<file path="src/bmp24_pkg.sv">
// ============================================================================
// bmp24_pkg
// Shared constants, header offsets, codes and the result record of the 24-bit
// BMP stream decoder.
// ============================================================================
package bmp24_pkg;

    localparam int DISPLAY_WIDTH  = 240;
    localparam int DISPLAY_HEIGHT = 320;
    localparam int UI_RESERVE     = 28;
    localparam int UI_HALF        = 14;

    localparam int CW = $clog2(DISPLAY_WIDTH + 1);
    localparam int CH = $clog2(DISPLAY_HEIGHT + 1);

    localparam logic [15:0] BMP_SIGNATURE = 16'h4D42;
    localparam logic [15:0] BMP_PLANES    = 16'd1;
    localparam logic [15:0] BMP_DEPTH     = 16'd24;
    localparam logic [31:0] HEADER_LEN    = 32'd34;

    localparam logic [31:0] POS_SIG    = 32'd1;
    localparam logic [31:0] POS_OFFSET = 32'd13;
    localparam logic [31:0] POS_WIDTH  = 32'd21;
    localparam logic [31:0] POS_HEIGHT = 32'd25;
    localparam logic [31:0] POS_CROP   = 32'd26;
    localparam logic [31:0] POS_CENTRE = 32'd27;
    localparam logic [31:0] POS_PLANES = 32'd27;
    localparam logic [31:0] POS_DEPTH  = 32'd29;
    localparam logic [31:0] POS_COMP   = 32'd33;

    localparam logic [1:0] PH_HEADER = 2'd0;
    localparam logic [1:0] PH_DATA   = 2'd1;
    localparam logic [1:0] PH_DONE   = 2'd2;

    localparam logic [1:0] COMP_BLUE  = 2'd0;
    localparam logic [1:0] COMP_GREEN = 2'd1;
    localparam logic [1:0] COMP_RED   = 2'd2;

    localparam logic CFG_ORIGIN_X = 1'b0;
    localparam logic CFG_ORIGIN_Y = 1'b1;

    localparam logic KIND_PIXEL  = 1'b0;
    localparam logic KIND_REJECT = 1'b1;

    typedef struct packed {
        logic       result_kind;
        logic [8:0] pixel_x;
        logic [9:0] pixel_y;
        logic [7:0] red;
        logic [7:0] green;
        logic [7:0] blue;
        logic       last_pixel;
    } result_t;

endpackage

</file>
<file path="src/bmp24_parser.sv">
// ============================================================================
// bmp24_parser
// Byte-at-a-time header parser, cropper and pixel assembler. Each accepted
// byte updates the parse state and yields at most one result in one pass.
// ============================================================================
module bmp24_parser
    import bmp24_pkg::*;
(
    input  logic       aclk,
    input  logic       aresetn,
    input  logic       step,
    input  logic [7:0] file_byte,
    input  logic       first_byte,
    input  logic [7:0] origin_x,
    input  logic [7:0] origin_y,
    output logic       res_valid,
    output result_t    res
);

    localparam logic signed [33:0] W_LIMIT = 34'(DISPLAY_WIDTH + 1);
    localparam logic signed [33:0] W_FULL  = 34'(DISPLAY_WIDTH);
    localparam logic signed [33:0] H_LIMIT = 34'(DISPLAY_HEIGHT - UI_RESERVE + 1);
    localparam logic signed [33:0] H_FULL  = 34'(DISPLAY_HEIGHT - UI_HALF);
    localparam logic signed [CH+1:0] H_AREA = (CH + 2)'(DISPLAY_HEIGHT - UI_RESERVE);

    logic [31:0]   byte_pos_reg, byte_pos_next;
    logic [1:0]    phase_reg, phase_next;
    logic [31:0]   shift_reg, shift_next;
    logic [31:0]   data_start_reg, data_start_next;
    logic [31:0]   image_width_reg, image_width_next;
    logic [31:0]   image_rows_reg, image_rows_next;
    logic          bottom_up_reg, bottom_up_next;
    logic [CW-1:0] crop_w_reg, crop_w_next;
    logic [CH-1:0] crop_h_reg, crop_h_next;
    logic          crop_empty_reg, crop_empty_next;
    logic [7:0]    left_x_reg, left_x_next;
    logic [7:0]    top_y_reg, top_y_next;
    logic [33:0]   row_bytes_reg, row_bytes_next;
    logic [33:0]   byte_in_row_reg, byte_in_row_next;
    logic [CW-1:0] col_reg, col_next;
    logic [1:0]    comp_reg, comp_next;
    logic [32:0]   drow_reg, drow_next;
    logic [15:0]   held_bg_reg, held_bg_next;

    logic [31:0]   pos;
    logic [1:0]    phase_cur;
    logic [31:0]   shift_new;
    logic          off_screen;
    logic          bad;

    logic signed [33:0] x_s, y_s, w_s, h_s, w_c, h_c;
    logic [33:0]        rb_sum;
    logic [CW:0]        w_gap;
    logic signed [CH+1:0] h_gap, h_half;
    logic [7:0]         left_c, top_c;

    logic row_ok, col_ok, row_end, last_col, last_row, last;

    assign pos        = first_byte ? '0 : byte_pos_reg;
    assign phase_cur  = first_byte ? PH_HEADER : phase_reg;
    assign shift_new  = {file_byte, (first_byte ? 24'd0 : shift_reg[31:8])};
    assign off_screen = (32'(origin_x) >= 32'(DISPLAY_WIDTH))
                     || (32'(origin_y) >= 32'(DISPLAY_HEIGHT));

    assign x_s = $signed({26'd0, left_x_reg});
    assign y_s = $signed({26'd0, top_y_reg});
    assign w_s = $signed({{2{image_width_reg[31]}}, image_width_reg});
    assign h_s = $signed({2'd0, image_rows_reg});
    assign w_c = (x_s + w_s >= W_LIMIT) ? W_FULL - x_s : w_s;
    assign h_c = (y_s + h_s >= H_LIMIT) ? H_FULL - y_s : h_s;
    assign rb_sum = {1'b0, image_width_reg, 1'b0} + {2'd0, image_width_reg} + 34'd3;

    assign w_gap  = (CW + 1)'(DISPLAY_WIDTH) - {1'b0, crop_w_reg};
    assign h_gap  = H_AREA - $signed({2'b00, crop_h_reg});
    assign h_half = (h_gap + $signed((CH + 2)'(h_gap < 0))) >>> 1;
    assign left_c = left_x_reg + 8'(w_gap >> 1);
    assign top_c  = top_y_reg + h_half[7:0];

    assign row_ok   = !drow_reg[32] && (drow_reg[31:0] < 32'(crop_h_reg));
    assign col_ok   = col_reg < crop_w_reg;
    assign row_end  = (byte_in_row_reg + 34'd1) == row_bytes_reg;
    assign last_col = col_reg == (crop_w_reg - 1'b1);
    assign last_row = bottom_up_reg ? (drow_reg[31:0] == 32'd0)
                                    : (drow_reg[31:0] == 32'(crop_h_reg) - 32'd1);
    assign last     = last_col && last_row;

    always_comb begin
        byte_pos_next    = byte_pos_reg;
        phase_next       = phase_reg;
        shift_next       = shift_reg;
        data_start_next  = data_start_reg;
        image_width_next = image_width_reg;
        image_rows_next  = image_rows_reg;
        bottom_up_next   = bottom_up_reg;
        crop_w_next      = crop_w_reg;
        crop_h_next      = crop_h_reg;
        crop_empty_next  = crop_empty_reg;
        left_x_next      = left_x_reg;
        top_y_next       = top_y_reg;
        row_bytes_next   = row_bytes_reg;
        byte_in_row_next = byte_in_row_reg;
        col_next         = col_reg;
        comp_next        = comp_reg;
        drow_next        = drow_reg;
        held_bg_next     = held_bg_reg;
        bad              = 1'b0;
        res_valid        = 1'b0;
        res              = '0;

        if (step) begin
            byte_pos_next = (pos == '1) ? pos : pos + 32'd1;
            if (first_byte) begin
                phase_next = PH_HEADER;
                shift_next = '0;
            end
            unique case (phase_cur)
                PH_HEADER: begin
                    if (pos == 32'd0) begin
                        left_x_next    = origin_x;
                        top_y_next     = origin_y;
                        bottom_up_next = 1'b1;
                    end
                    if (pos == 32'd0 && off_screen) begin
                        phase_next = PH_DONE;
                    end else begin
                        shift_next = shift_new;
                        if (pos == POS_CROP) begin
                            crop_w_next     = w_c[CW-1:0];
                            crop_h_next     = h_c[CH-1:0];
                            crop_empty_next = (w_c <= 0) || (h_c <= 0);
                            row_bytes_next  = {rb_sum[33:2], 2'b00};
                        end
                        if (pos == POS_CENTRE) begin
                            left_x_next = left_c;
                            top_y_next  = top_c;
                        end
                        unique case (pos)
                            POS_SIG:    bad = shift_new[31:16] != BMP_SIGNATURE;
                            POS_OFFSET: data_start_next = shift_new;
                            POS_WIDTH:  image_width_next = shift_new;
                            POS_HEIGHT: begin
                                if (shift_new[31]) begin
                                    image_rows_next = 32'd0 - shift_new;
                                    bottom_up_next  = 1'b0;
                                end else begin
                                    image_rows_next = shift_new;
                                    bottom_up_next  = 1'b1;
                                end
                            end
                            POS_PLANES: bad = shift_new[31:16] != BMP_PLANES;
                            POS_DEPTH:  bad = shift_new[31:16] != BMP_DEPTH;
                            POS_COMP: begin
                                bad = (shift_new != 32'd0) || (data_start_reg < HEADER_LEN);
                                if (!bad) begin
                                    if (crop_empty_reg) begin
                                        phase_next = PH_DONE;
                                    end else begin
                                        phase_next       = PH_DATA;
                                        byte_in_row_next = '0;
                                        col_next         = '0;
                                        comp_next        = COMP_BLUE;
                                        drow_next        = bottom_up_reg
                                                         ? {1'b0, image_rows_reg} - 33'd1
                                                         : 33'd0;
                                    end
                                end
                            end
                            default: ;
                        endcase
                        if (bad) begin
                            phase_next      = PH_DONE;
                            res_valid       = 1'b1;
                            res.result_kind = KIND_REJECT;
                        end
                    end
                end
                PH_DATA: begin
                    if (pos >= data_start_reg) begin
                        if (row_ok && col_ok) begin
                            unique case (comp_reg)
                                COMP_BLUE:  held_bg_next = {8'd0, file_byte};
                                COMP_GREEN: held_bg_next = {file_byte, held_bg_reg[7:0]};
                                COMP_RED: begin
                                    res_valid       = 1'b1;
                                    res.result_kind = KIND_PIXEL;
                                    res.pixel_x     = 9'(col_reg) + 9'(left_x_reg);
                                    res.pixel_y     = drow_reg[9:0] + 10'(top_y_reg);
                                    res.red         = file_byte;
                                    res.green       = held_bg_reg[15:8];
                                    res.blue        = held_bg_reg[7:0];
                                    res.last_pixel  = last;
                                    if (last) begin
                                        phase_next = PH_DONE;
                                    end
                                end
                                default: ;
                            endcase
                        end
                        if (row_end) begin
                            byte_in_row_next = '0;
                            col_next         = '0;
                            comp_next        = COMP_BLUE;
                            if (bottom_up_reg) begin
                                drow_next = drow_reg[32] ? drow_reg : drow_reg - 33'd1;
                            end else begin
                                drow_next = drow_reg + 33'd1;
                            end
                        end else begin
                            byte_in_row_next = byte_in_row_reg + 34'd1;
                            if (comp_reg == COMP_RED) begin
                                comp_next = COMP_BLUE;
                                col_next  = (col_reg == '1) ? col_reg : col_reg + 1'b1;
                            end else begin
                                comp_next = comp_reg + 2'd1;
                            end
                        end
                    end
                end
                default: ;
            endcase
        end
    end

    always_ff @(posedge aclk) begin
        if (!aresetn) begin
            byte_pos_reg    <= '0;
            phase_reg       <= PH_HEADER;
            shift_reg       <= '0;
            data_start_reg  <= '0;
            image_width_reg <= '0;
            image_rows_reg  <= '0;
            bottom_up_reg   <= 1'b1;
            crop_w_reg      <= '0;
            crop_h_reg      <= '0;
            crop_empty_reg  <= 1'b1;
            left_x_reg      <= '0;
            top_y_reg       <= '0;
            row_bytes_reg   <= '0;
            byte_in_row_reg <= '0;
            col_reg         <= '0;
            comp_reg        <= COMP_BLUE;
            drow_reg        <= '0;
            held_bg_reg     <= '0;
        end else begin
            byte_pos_reg    <= byte_pos_next;
            phase_reg       <= phase_next;
            shift_reg       <= shift_next;
            data_start_reg  <= data_start_next;
            image_width_reg <= image_width_next;
            image_rows_reg  <= image_rows_next;
            bottom_up_reg   <= bottom_up_next;
            crop_w_reg      <= crop_w_next;
            crop_h_reg      <= crop_h_next;
            crop_empty_reg  <= crop_empty_next;
            left_x_reg      <= left_x_next;
            top_y_reg       <= top_y_next;
            row_bytes_reg   <= row_bytes_next;
            byte_in_row_reg <= byte_in_row_next;
            col_reg         <= col_next;
            comp_reg        <= comp_next;
            drow_reg        <= drow_next;
            held_bg_reg     <= held_bg_next;
        end
    end

endmodule

</file>
<file path="src/bmp24_stream_to_pixels.sv">
// ============================================================================
// bmp24_stream_to_pixels
// Decodes a 24-bit uncompressed BMP byte stream into positioned pixels.
// ============================================================================
// The s_ channel carries the file one byte per transaction; s_first_byte marks
// the first byte of a new file and restarts header parsing. The m_ channel
// carries one transaction per pixel to draw, or a single rejection when the
// header is not a plain 24-bit, one-plane, uncompressed bitmap.
// The origin registers are written through cfg_wr_en, cfg_index and cfg_wdata
// and are sampled at the first byte of each file.
// A byte is taken every cycle while the skid register is empty. The pixel of a
// transaction that carries its red byte is registered in the output register,
// or in the skid register when the receiver stalls. Throughput is one byte per
// cycle while s_ready is high, set by the single parser pass before the register.
// When the receiver stalls, one further result is held in a skid register;
// s_ready falls only once that register is occupied and rises again as soon
// as the receiver takes a result.
// Synchronous reset clears the origins to zero, empties the output stages and
// returns the parser to the start of a header.
// ============================================================================
module bmp24_stream_to_pixels
    import bmp24_pkg::*;
(
    input  logic       aclk,
    input  logic       aresetn,
    input  logic       cfg_wr_en,
    input  logic       cfg_index,
    input  logic [7:0] cfg_wdata,
    input  logic       s_valid,
    output logic       s_ready,
    input  logic [7:0] s_file_byte,
    input  logic       s_first_byte,
    output logic       m_valid,
    input  logic       m_ready,
    output logic       m_result_kind,
    output logic [8:0] m_pixel_x,
    output logic [9:0] m_pixel_y,
    output logic [7:0] m_red,
    output logic [7:0] m_green,
    output logic [7:0] m_blue,
    output logic       m_last_pixel
);

    logic [7:0] origin_x_reg, origin_y_reg;
    logic       out_valid_reg, skid_valid_reg;
    result_t    out_reg, skid_reg;
    logic       step, res_valid, out_free;
    result_t    res;

    assign s_ready  = !skid_valid_reg;
    assign step     = s_valid && s_ready;
    assign out_free = !out_valid_reg || m_ready;

    always_ff @(posedge aclk) begin
        if (!aresetn) begin
            origin_x_reg <= '0;
            origin_y_reg <= '0;
        end else if (cfg_wr_en) begin
            unique case (cfg_index)
                CFG_ORIGIN_X: origin_x_reg <= cfg_wdata;
                CFG_ORIGIN_Y: origin_y_reg <= cfg_wdata;
                default: ;
            endcase
        end
    end

    bmp24_parser u_parser (
        .aclk       (aclk),
        .aresetn    (aresetn),
        .step       (step),
        .file_byte  (s_file_byte),
        .first_byte (s_first_byte),
        .origin_x   (origin_x_reg),
        .origin_y   (origin_y_reg),
        .res_valid  (res_valid),
        .res        (res)
    );

    always_ff @(posedge aclk) begin
        if (!aresetn) begin
            out_valid_reg  <= 1'b0;
            skid_valid_reg <= 1'b0;
        end else if (skid_valid_reg) begin
            if (out_free) begin
                out_valid_reg  <= 1'b1;
                skid_valid_reg <= 1'b0;
            end
        end else if (out_free) begin
            out_valid_reg <= step && res_valid;
        end else if (step && res_valid) begin
            skid_valid_reg <= 1'b1;
        end
    end

    always_ff @(posedge aclk) begin
        if (skid_valid_reg) begin
            if (out_free) begin
                out_reg <= skid_reg;
            end
        end else if (out_free) begin
            out_reg <= res;
        end else begin
            skid_reg <= res;
        end
    end

    assign m_valid       = out_valid_reg;
    assign m_result_kind = out_reg.result_kind;
    assign m_pixel_x     = out_reg.pixel_x;
    assign m_pixel_y     = out_reg.pixel_y;
    assign m_red         = out_reg.red;
    assign m_green       = out_reg.green;
    assign m_blue        = out_reg.blue;
    assign m_last_pixel  = out_reg.last_pixel;

endmodule

</file>
<file path="config.mk">
export PLATFORM = sky130hd
export DESIGN_NAME = bmp24_stream_to_pixels
export DESIGN_NICKNAME = d
export VERILOG_FILES = /design/src/bmp24_pkg.sv /design/src/bmp24_parser.sv /design/src/bmp24_stream_to_pixels.sv
export SDC_FILE = /design/constraint.sdc
export NUM_CORES = 1
export LEC_CHECK = 0
export BUFFER_PORTS_ARGS = -buffer_cell sky130_fd_sc_hd__buf_2
export CAP_MARGIN = 30
export CELL_PAD_IN_SITES_DETAIL_PLACEMENT = 0
export CELL_PAD_IN_SITES_GLOBAL_PLACEMENT = 1
export CORE_ASPECT_RATIO = 0.75
export CORE_MARGIN = 1.5
export CORE_UTILIZATION = 53
export CTS_CLUSTER_SIZE = 40
export DETAILED_ROUTE_END_ITERATION = 12
export MAX_ROUTING_LAYER = met4
export PLACE_DENSITY = 0.86
export SLEW_MARGIN = 20
export SYNTH_ARGS = -nofsm -noshare
export SYNTH_HDL_FRONTEND = slang
export SYNTH_SLANG_ARGS = --single-unit
export TNS_END_PERCENT = 100
</file>
<file path="constraint.sdc">
create_clock -name aclk -period 14.7 [get_ports aclk]
set_input_delay 1.47 -clock aclk [delete_from_list [all_inputs] [get_ports aclk]]
set_output_delay 1.47 -clock aclk [all_outputs]
set_load 0.005 [all_outputs]
</file>
==> results of run 1 <==
kinds of logic (layout without fill, tap and decap cells):
kind of cell | Yosys count | count (layout)
flip-flops | 422 | 422
buffers and inverters | 357 | 314
AND/OR/NAND/NOR | 1395 | 1395
XOR/XNOR | 264 | 264
AO/OA/AOI/OAI | 870 | 870
adder cells (fa/ha/maj) | 178 | 178
multiplexers | 99 | 99
through the flow:
| stage | instance area (um2) | util, % | setup slack, ps |
|---|---|---|---|
| after floorplan | 29200 | - | 8989 |
| after global placement | 29740 | 54.63 | 8513 |
| after detailed placement | 29830 | 54.79 | 8421 |
| after CTS | 31450 | 57.76 | 9044 |
| after global routing | 31500 | 57.85 | 8512 |
| final | 31500 | 57.85 | 8888 |
cells in the mapped netlist (93+ instances only):
cell | n | area share (%)
nor2_1 | 374 | 4.8
dfxtp_1 | 332 | 23
nand2_1 | 321 | 4.1
a21oi_1 | 212 | 3.6
clkbuf_1 | 179 | 2.3
ha_1 | 172 | 7.4
xnor2_1 | 171 | 5.1
o21ai_0 | 156 | 2.7
nand3_1 | 135 | 2.3
inv_1 | 123 | 1.6
nor3_1 | 96 | 1.6
mux2i_1 | 95 | 3.3
xor2_1 | 93 | 2.8
power groups by stage:
stage	clock network (mW)	registers (mW)	logic (mW)
detailed placement	0	1.25	0.253
finish	1.26	1.22	0.262
global route	1.31	1.22	0.284
floorplan	0	1.23	0.185
global placement	0	1.24	0.245
CTS	1.27	1.22	0.254
routing by layer:
layer / part of all wire (%) / vias to the layer above
met1: 47 / 13040
met5: 0 / -
li1: - / 12860
met3: 11 / 116
met4: 1.7 / 0
met2: 40 / 1278
worst max-delay path: stages:
cell and delay [ps]:
buf_2 570, buf_4 540, nor2b_1 190, inv_1 90
ha_1 210, o21ai_0 220, or3_4 470, nor3_2 220
nand2_1 150, nor3b_4 410, o221ai_4 160, buf_4 310
o31ai_4 300, buf_4 510, nor2b_1 100, o31a_1 320
how the worst min path moves through the flow:
stage          slack (ps)  cells after the start                    startpoint                           end
2_1_floorplan         440                      2  origin_y_reg[0]$_SDFFE_PN0P_  origin_y_reg[0]$_SDFFE_PN0P_
3_3_place_gp          440                      2  origin_y_reg[1]$_SDFFE_PN0P_  origin_y_reg[1]$_SDFFE_PN0P_
3_5_place_dp          450                      2  origin_y_reg[0]$_SDFFE_PN0P_  origin_y_reg[0]$_SDFFE_PN0P_
4_1_cts               460                      2  origin_y_reg[0]$_SDFFE_PN0P_  origin_y_reg[0]$_SDFFE_PN0P_
5_1_grt               480                      2  origin_y_reg[6]$_SDFFE_PN0P_  origin_y_reg[6]$_SDFFE_PN0P_
6_report              460                      2  origin_y_reg[0]$_SDFFE_PN0P_  origin_y_reg[0]$_SDFFE_PN0P_
cells in the final DEF (no fill, tap or decap), types with 39 or more instances in the layout:
cell type  count
mux2i_1       95
xor2_1        93
nand3_1      134
inv_1        122
ha_1         172
xnor2_1      171
nand4_1       51
a21oi_1      212
clkbuf_16     47
dfxtp_1      331
and3_1        45
a22oi_1       39
nor2_1       371
and2_1        55
a21o_1        45
buf_2         68
nor2b_1       70
nand2_1      321
edfxtp_1      90
nor3_1        95
o21ai_0      156
a211oi_1      66
nor4_1        60
cell type report:
cell class                      count  area [um2]
Fill cell                        4935       22950
Multi-Input combinational cell   2806       18470
Sequential cell                   422        9350
Clock buffer                       59        1261
Tap cell                          722       903.4
Timing Repair Buffer              104       680.7
Inverter                          126       478.0
Clock inverter                     25       355.3
==> out/qor.txt, run 1 <==
================================================================================
Reg2reg end ....................................................... u_parser.byte_in_row_reg[8]$_SDFFE_PN0P_
Placed Cells ......................................................         4177
Crit Reg-Reg Startpoint ........................................... u_parser.byte_in_row_reg[0]$_SDFFE_PN0P_
Number of warning messages in the yosys log .......................            0
Final hold violation count ........................................            0
Highest-utilization routing layer at the global route stage .......         met1
Worst setup skew after layout .....................................     22.86 ps
Number of buffers between clock root and the deepest sink .........            3
Global-route total usage across every layer .......................       33.46%
Crit path required time ...........................................     15170 ps
Slew of the pin with the lowest slew margin .......................      1078 ps
Fin crit period ...................................................      5812 ps
Mean instance size in the synthesized netlist .....................    8.146 um2
Detailed-route wire length per cell ...............................     22.04 um
Share of cell area taken by muxes after synthesis .................       3.410%
Share of flip-flops with an asynchronous set or reset .............           0%
Power density over the cells ...................................... 87.08 nW/um2
Simple-gate area share of the yosys netlist .......................       23.94%
Result of the run .................................................    completed
Share of layout cells above drive strength 1 ......................       7.199%
Final HPWL DP .....................................................     69060 um
# diodes ..........................................................            0
Worst vdd ir ...................................................... 0.00009924 V
Final GP Congestion ...............................................       0.9925
Number of post-CTS setup repair buffers ...........................            0
First-pass GRT wire length ........................................    144600 um
Worst setup endpoint .............................................. u_parser.drow_reg[2]$_SDFFE_PN0P_
Worst-path maximum fanout .........................................           51
Largest net degree at the start of global routing .................           81
Post-detailed-route via-to-cell ratio .............................        6.402
Antenna-violating nets left .......................................            0
Global routing met3 resource utilization ..........................       6.204%
Number of sinks on the clock net ..................................          422
Post-Layout Cell Count ............................................         4264
Layout-stage area growth over the synthesis result ................       7.849%
Die span in x .....................................................     274.0 um
Port Buf Inserts ..................................................           69
Type of destination of the critical path ..........................    flip-flop
Setup slack of the most critical reg-to-reg path ..................      9820 ps
Met2 usage in global routing ......................................       46.64%
Sw Pwr ............................................................    0.7096 mW
Number of global-route vias before repair .........................        24660
Internal power contribution .......................................     2.033 mW
Most used flip-flop cell after synthesis ..........................      dfxtp_1
Final-stage net count .............................................         3706
CTS H-tree depth ..................................................            2
Data arrival, critical path .......................................      6280 ps
Remaining DRCs ....................................................            0
Count of flip-flops with a built-in enable after synthesis ........           90
Post-synthesis register bit count .................................          422
Share of total power in sequential cells ..........................        44.5%
Worst reg2reg path depth ..........................................           11
Smallest hold slack ...............................................     460.3 ps
Number of DRC violations after detailed-routing iteration 0 .......         3093
Total of hold buffers inserted after clock tree synthesis .........            0
TritonCTS clock tree ..............................................        built
Comb power frac ...................................................         9.5%
Final Total Pwr ...................................................     2.743 mW
Total via count in the routed design ..............................        27300
Ratio of final minimum period to clock period .....................       39.54%
1st-pass router iterations ........................................            6
Grt total ovfl ....................................................            0
Cell area after synthesis .........................................    29200 um2
Area of the core region ...........................................    54440 um2
Latest clock arrival within the worst-skew pair ...................       590 ps
Dominant combinational cell family by area after synthesis ........ simple AND/OR/NAND/NOR gates
Leakage ...........................................................     12.43 nW
Synthesized-area fraction occupied by adder cells .................       7.781%
Post-synthesis net count ..........................................         3786
Clock network fraction of total power .............................        45.9%
Total I/O pin count ...............................................           70
Number of antenna violations at the first check in global routing .            2
Gate count of the mapped netlist ..................................         3585
Number of setup violations in the final report ....................            0
Number of max-slew violations in the final report .................            0
Root Buffer Master ................................................    clkbuf_16
Number of instances resized during post-cts repair ................            0
Flip-flop count of the largest register after layout ..............           45
Sequential area share after synthesis .............................       32.01%
Tightest Hold Check Type ..........................................   reg -> reg
Setup repair after global routing missed its margin ...............        false
Height of the die .................................................     206.3 um
Clock-pin transition on the worst setup and hold timing paths .....        60 ps
Headroom to the max-slew limit ....................................       26.29%
Detailed-route wire length ........................................     93980 um
Post-synthesis cell type count ....................................          100
Critical Setup Path Class .........................................    in -> reg
Number of standard-cell rows in the floorplan .....................           74
CTS Buf Count .....................................................           45
Count of max-cap constraint violations ............................            0
Initial Util ......................................................       53.64%
Setup TNS .........................................................         0 ps
Launch point of the critical path ................................. s_first_byte
Synthesized-area fraction occupied by xor and xnor cells ..........       7.918%
Max Clock Freq ....................................................    172.1 MHz
Net Sw Frac .......................................................       25.87%
Share of the synthesized area in compound gates (AO/OA/AOI/OAI) ...       20.02%
Full die area .....................................................    56530 um2
Met1 layer usage reported by global route .........................       49.76%
CP startpoint kind ................................................    input pin
================================================================================
Power figures use the tool's default switching activity.
==> inputs of run 2 (changes only) <==
ABC_AREA = 1   (was unset)
CORE_UTILIZATION = 47   (was 53)
PLACE_DENSITY = 0.81   (was 0.86)
clock period = 5.5 ns   (was 14.7 ns; I/O delays follow)
==> run 2 against run 1 <==
  * Global-route usage shrank 1.8 points
  * Combinational power grew 120%
  * Sequential power rose to 2.6 times the previous value
  * Sequential share of layout area shrank 2.0 points
  * Clock skew grew 5.8 ps
  * Hold slack lost 210 ps
  * Setup slack got worse by 7700 ps
  * Synthesized area is 6.4% higher
  * Flip-flop and latch count unchanged
  * Largest cell class unchanged
  * Design area grew 7.2%
==> out/qor.txt, run 2 <==
================================================================================
Number of setup violations in the final report ....................            0
Antenna-violating nets left .......................................            0
Detailed-route wire length ........................................    105900 um
Post-synthesis cell type count ....................................           72
Total via count in the routed design ..............................        30800
Number of standard-cell rows in the floorplan .....................           81
Number of instances resized during post-cts repair ................            0
Count of flip-flops with a built-in enable after synthesis ........           90
Cell area after synthesis .........................................    31060 um2
Gate count of the mapped netlist ..................................         4676
Total I/O pin count ...............................................           70
Worst setup skew after layout .....................................     28.64 ps
Tightest Hold Check Type ..........................................    in -> reg
CP startpoint kind ................................................    flip-flop
Full die area .....................................................    67660 um2
Fin crit period ...................................................      4286 ps
Post-synthesis register bit count .................................          422
First-pass GRT wire length ........................................    162900 um
Detailed-route wire length per cell ...............................     18.93 um
Grt total ovfl ....................................................            0
Height of the die .................................................     225.6 um
TritonCTS clock tree ..............................................        built
Data arrival, critical path .......................................      4850 ps
Leading area contributor after synthesis ..........................      dfxtp_1
Number of antenna violations at the first check in global routing .            2
Number of post-CTS setup repair buffers ...........................            0
Remaining DRCs ....................................................            0
Commonest cells after routing, fill and taps aside ................ 1004 x nand2_1, 625 x nor2_1, 602 x inv_1
Largest net degree at the start of global routing .................           78
Proportion of netlist area held by the largest area contributor ...       21.40%
Crit path required time ...........................................      6060 ps
CTS H-tree depth ..................................................            2
Type of destination of the critical path ..........................    flip-flop
Final HPWL DP .....................................................     81190 um
CTS Buf Count .....................................................           47
Number of DRC violations after detailed-routing iteration 0 .......         3070
Final hold violation count ........................................            0
Slew of the pin with the lowest slew margin .......................     998.9 ps
Ranking of synthesized cells by instance count .................... 1005 x nand2_1, 627 x nor2_1, 603 x inv_1, 357 x a21oi_1, 332 x dfxtp_1
Final-stage net count .............................................         4885
Number of max-slew violations in the final report .................            0
Post-Layout Cell Count ............................................         5594
Worst reg2reg path depth ..........................................           22
Port Buf Inserts ..................................................           69
Number of sinks on the clock net ..................................          422
Post-detailed-route via-to-cell ratio .............................        5.506
Post-synthesis net count ..........................................         4877
Placed Cells ......................................................         5504
Number of global-route vias before repair .........................        27430
Die span in x .....................................................     299.9 um
Share of layout cells above drive strength 1 ......................       5.677%
Share of flip-flops with an asynchronous set or reset .............           0%
Largest cells by area after synthesis ............................. dfxtp_1 21%, nand2_1 12%, edfxtp_1 8.7%
Power density over the cells ...................................... 207.0 nW/um2
Clock-pin transition on the worst setup and hold timing paths .....        60 ps
Global-route total usage across every layer .......................       31.64%
Flip-flop count of the largest register after layout ..............           45
Initial Util ......................................................       47.59%
Commonest non-fill, non-tap cell in the layout ....................      nand2_1
Leakage ...........................................................     15.34 nW
Latest clock arrival within the worst-skew pair ...................       630 ps
Most common cell in the synthesized netlist .......................      nand2_1
Ratio of final minimum period to clock period .....................       77.92%
Layout-stage area growth over the synthesis result ................       8.676%
Final GP Congestion ...............................................        1.012
1st-pass router iterations ........................................            6
Total of hold buffers inserted after clock tree synthesis .........            0
Area of the core region ...........................................    65270 um2
Number of warning messages in the yosys log .......................            0
Setup repair after global routing missed its margin ...............        false
Headroom to the max-slew limit ....................................       32.70%
Sequential area share after synthesis .............................       30.10%
Number of buffers between clock root and the deepest sink .........            3
Max Clock Freq ....................................................    233.3 MHz
Setup TNS .........................................................         0 ps
Worst vdd ir ......................................................  0.0002445 V
Root Buffer Master ................................................    clkbuf_16
Smallest hold slack ...............................................     249.8 ps
Utilization of the core after routing .............................       51.72%
Worst hold stages .................................................            3
Most used flip-flop cell after synthesis ..........................      dfxtp_1
Result of the run .................................................    completed
Count of max-cap constraint violations ............................            0
Mean instance size in the synthesized netlist .....................    6.643 um2
Critical Setup Path Class .........................................   reg -> reg
Worst-path maximum fanout .........................................           13
================================================================================
run 2: path summary, 6_finish.rpt:
check	slack, ps	to	startpoint
min reg2reg	450	origin_y_reg[5]$_SDFFE_PN0P_	origin_y_reg[5]$_SDFFE_PN0P_
max	1210	u_parser.crop_empty_reg$_SDFFE_PN1P_	u_parser.top_y_reg[5]$_SDFFE_PN0P_
max reg2reg	1210	u_parser.crop_empty_reg$_SDFFE_PN1P_	u_parser.top_y_reg[5]$_SDFFE_PN0P_
min	250	origin_x_reg[6]$_SDFFE_PN0P_	cfg_wdata[6]
run 2: layer usage:
metal	GRT usage (%)	part of all wire [%]	vias up
li1	-	-	15430
met1	48.25	51	14120
met2	42.20	38	1117
met3	5.724	8.5	131
met4	7.380	2.1	0
met5	-	0	-
run 2: area by class of cell:
class / count / area, um2
Fill cell: 6822 / 31510
Multi-Input combinational cell: 3464 / 18640
Sequential cell: 422 / 9350
Inverter: 626 / 2361
Clock buffer: 61 / 1279
Tap cell: 871 / 1090
Timing Repair Buffer: 123 / 799.5
Clock inverter: 25 / 230.2
Antenna cell: 2 / 5.005
run 2: where the power goes:
group / leakage [nW] / switching [mW] / internal, mW
clock: 0.732 / 1.42 / 1.75
sequential: 3.63 / 0.0395 / 3.19
combinational: 11.0 / 0.420 / 0.169
run 2: kinds of logic after synthesis:
logic type      Yosys count  synth area share [%]
compound gates          885                 16.00
simple gates           2159                 29.76
xor+xnor                242                 6.872
buf+inv                 790                 9.957
flops                   422                 30.10
fa+ha+maj               178                 7.315
run 2: per-stage QoR:
stage / worst slack (ps) / area [um2] / total power [mW]
2_1_floorplan: 1402 / 31060 / 3.647
3_3_place_gp: 814.3 / 32200 / 3.860
3_5_place_dp: 755.9 / 32220 / 3.858
4_1_cts: 1279 / 33730 / 7.006
5_1_grt: 789.7 / 33750 / 7.185
6_report: 1214 / 33760 / 6.987
run 2: critical path: stages (launching register included):
cell	delay (ps)
dfxtp_1	700
ha_1	370
nand2_1	140
nor2_1	330
and2_1	200
nand2_1	70
nand2_1	210
nand2_1	110
nand2_1	70
nand2_1	50
nor2_1	90
nand2_1	60
nor2_1	410
nand3_1	480
nand2_1	180
nand2_1	80
nor2_1	130
nand3_1	100
nor2_1	170
nor2_1	60
nand2_1	70
nand2_1	40
nand2_1	70
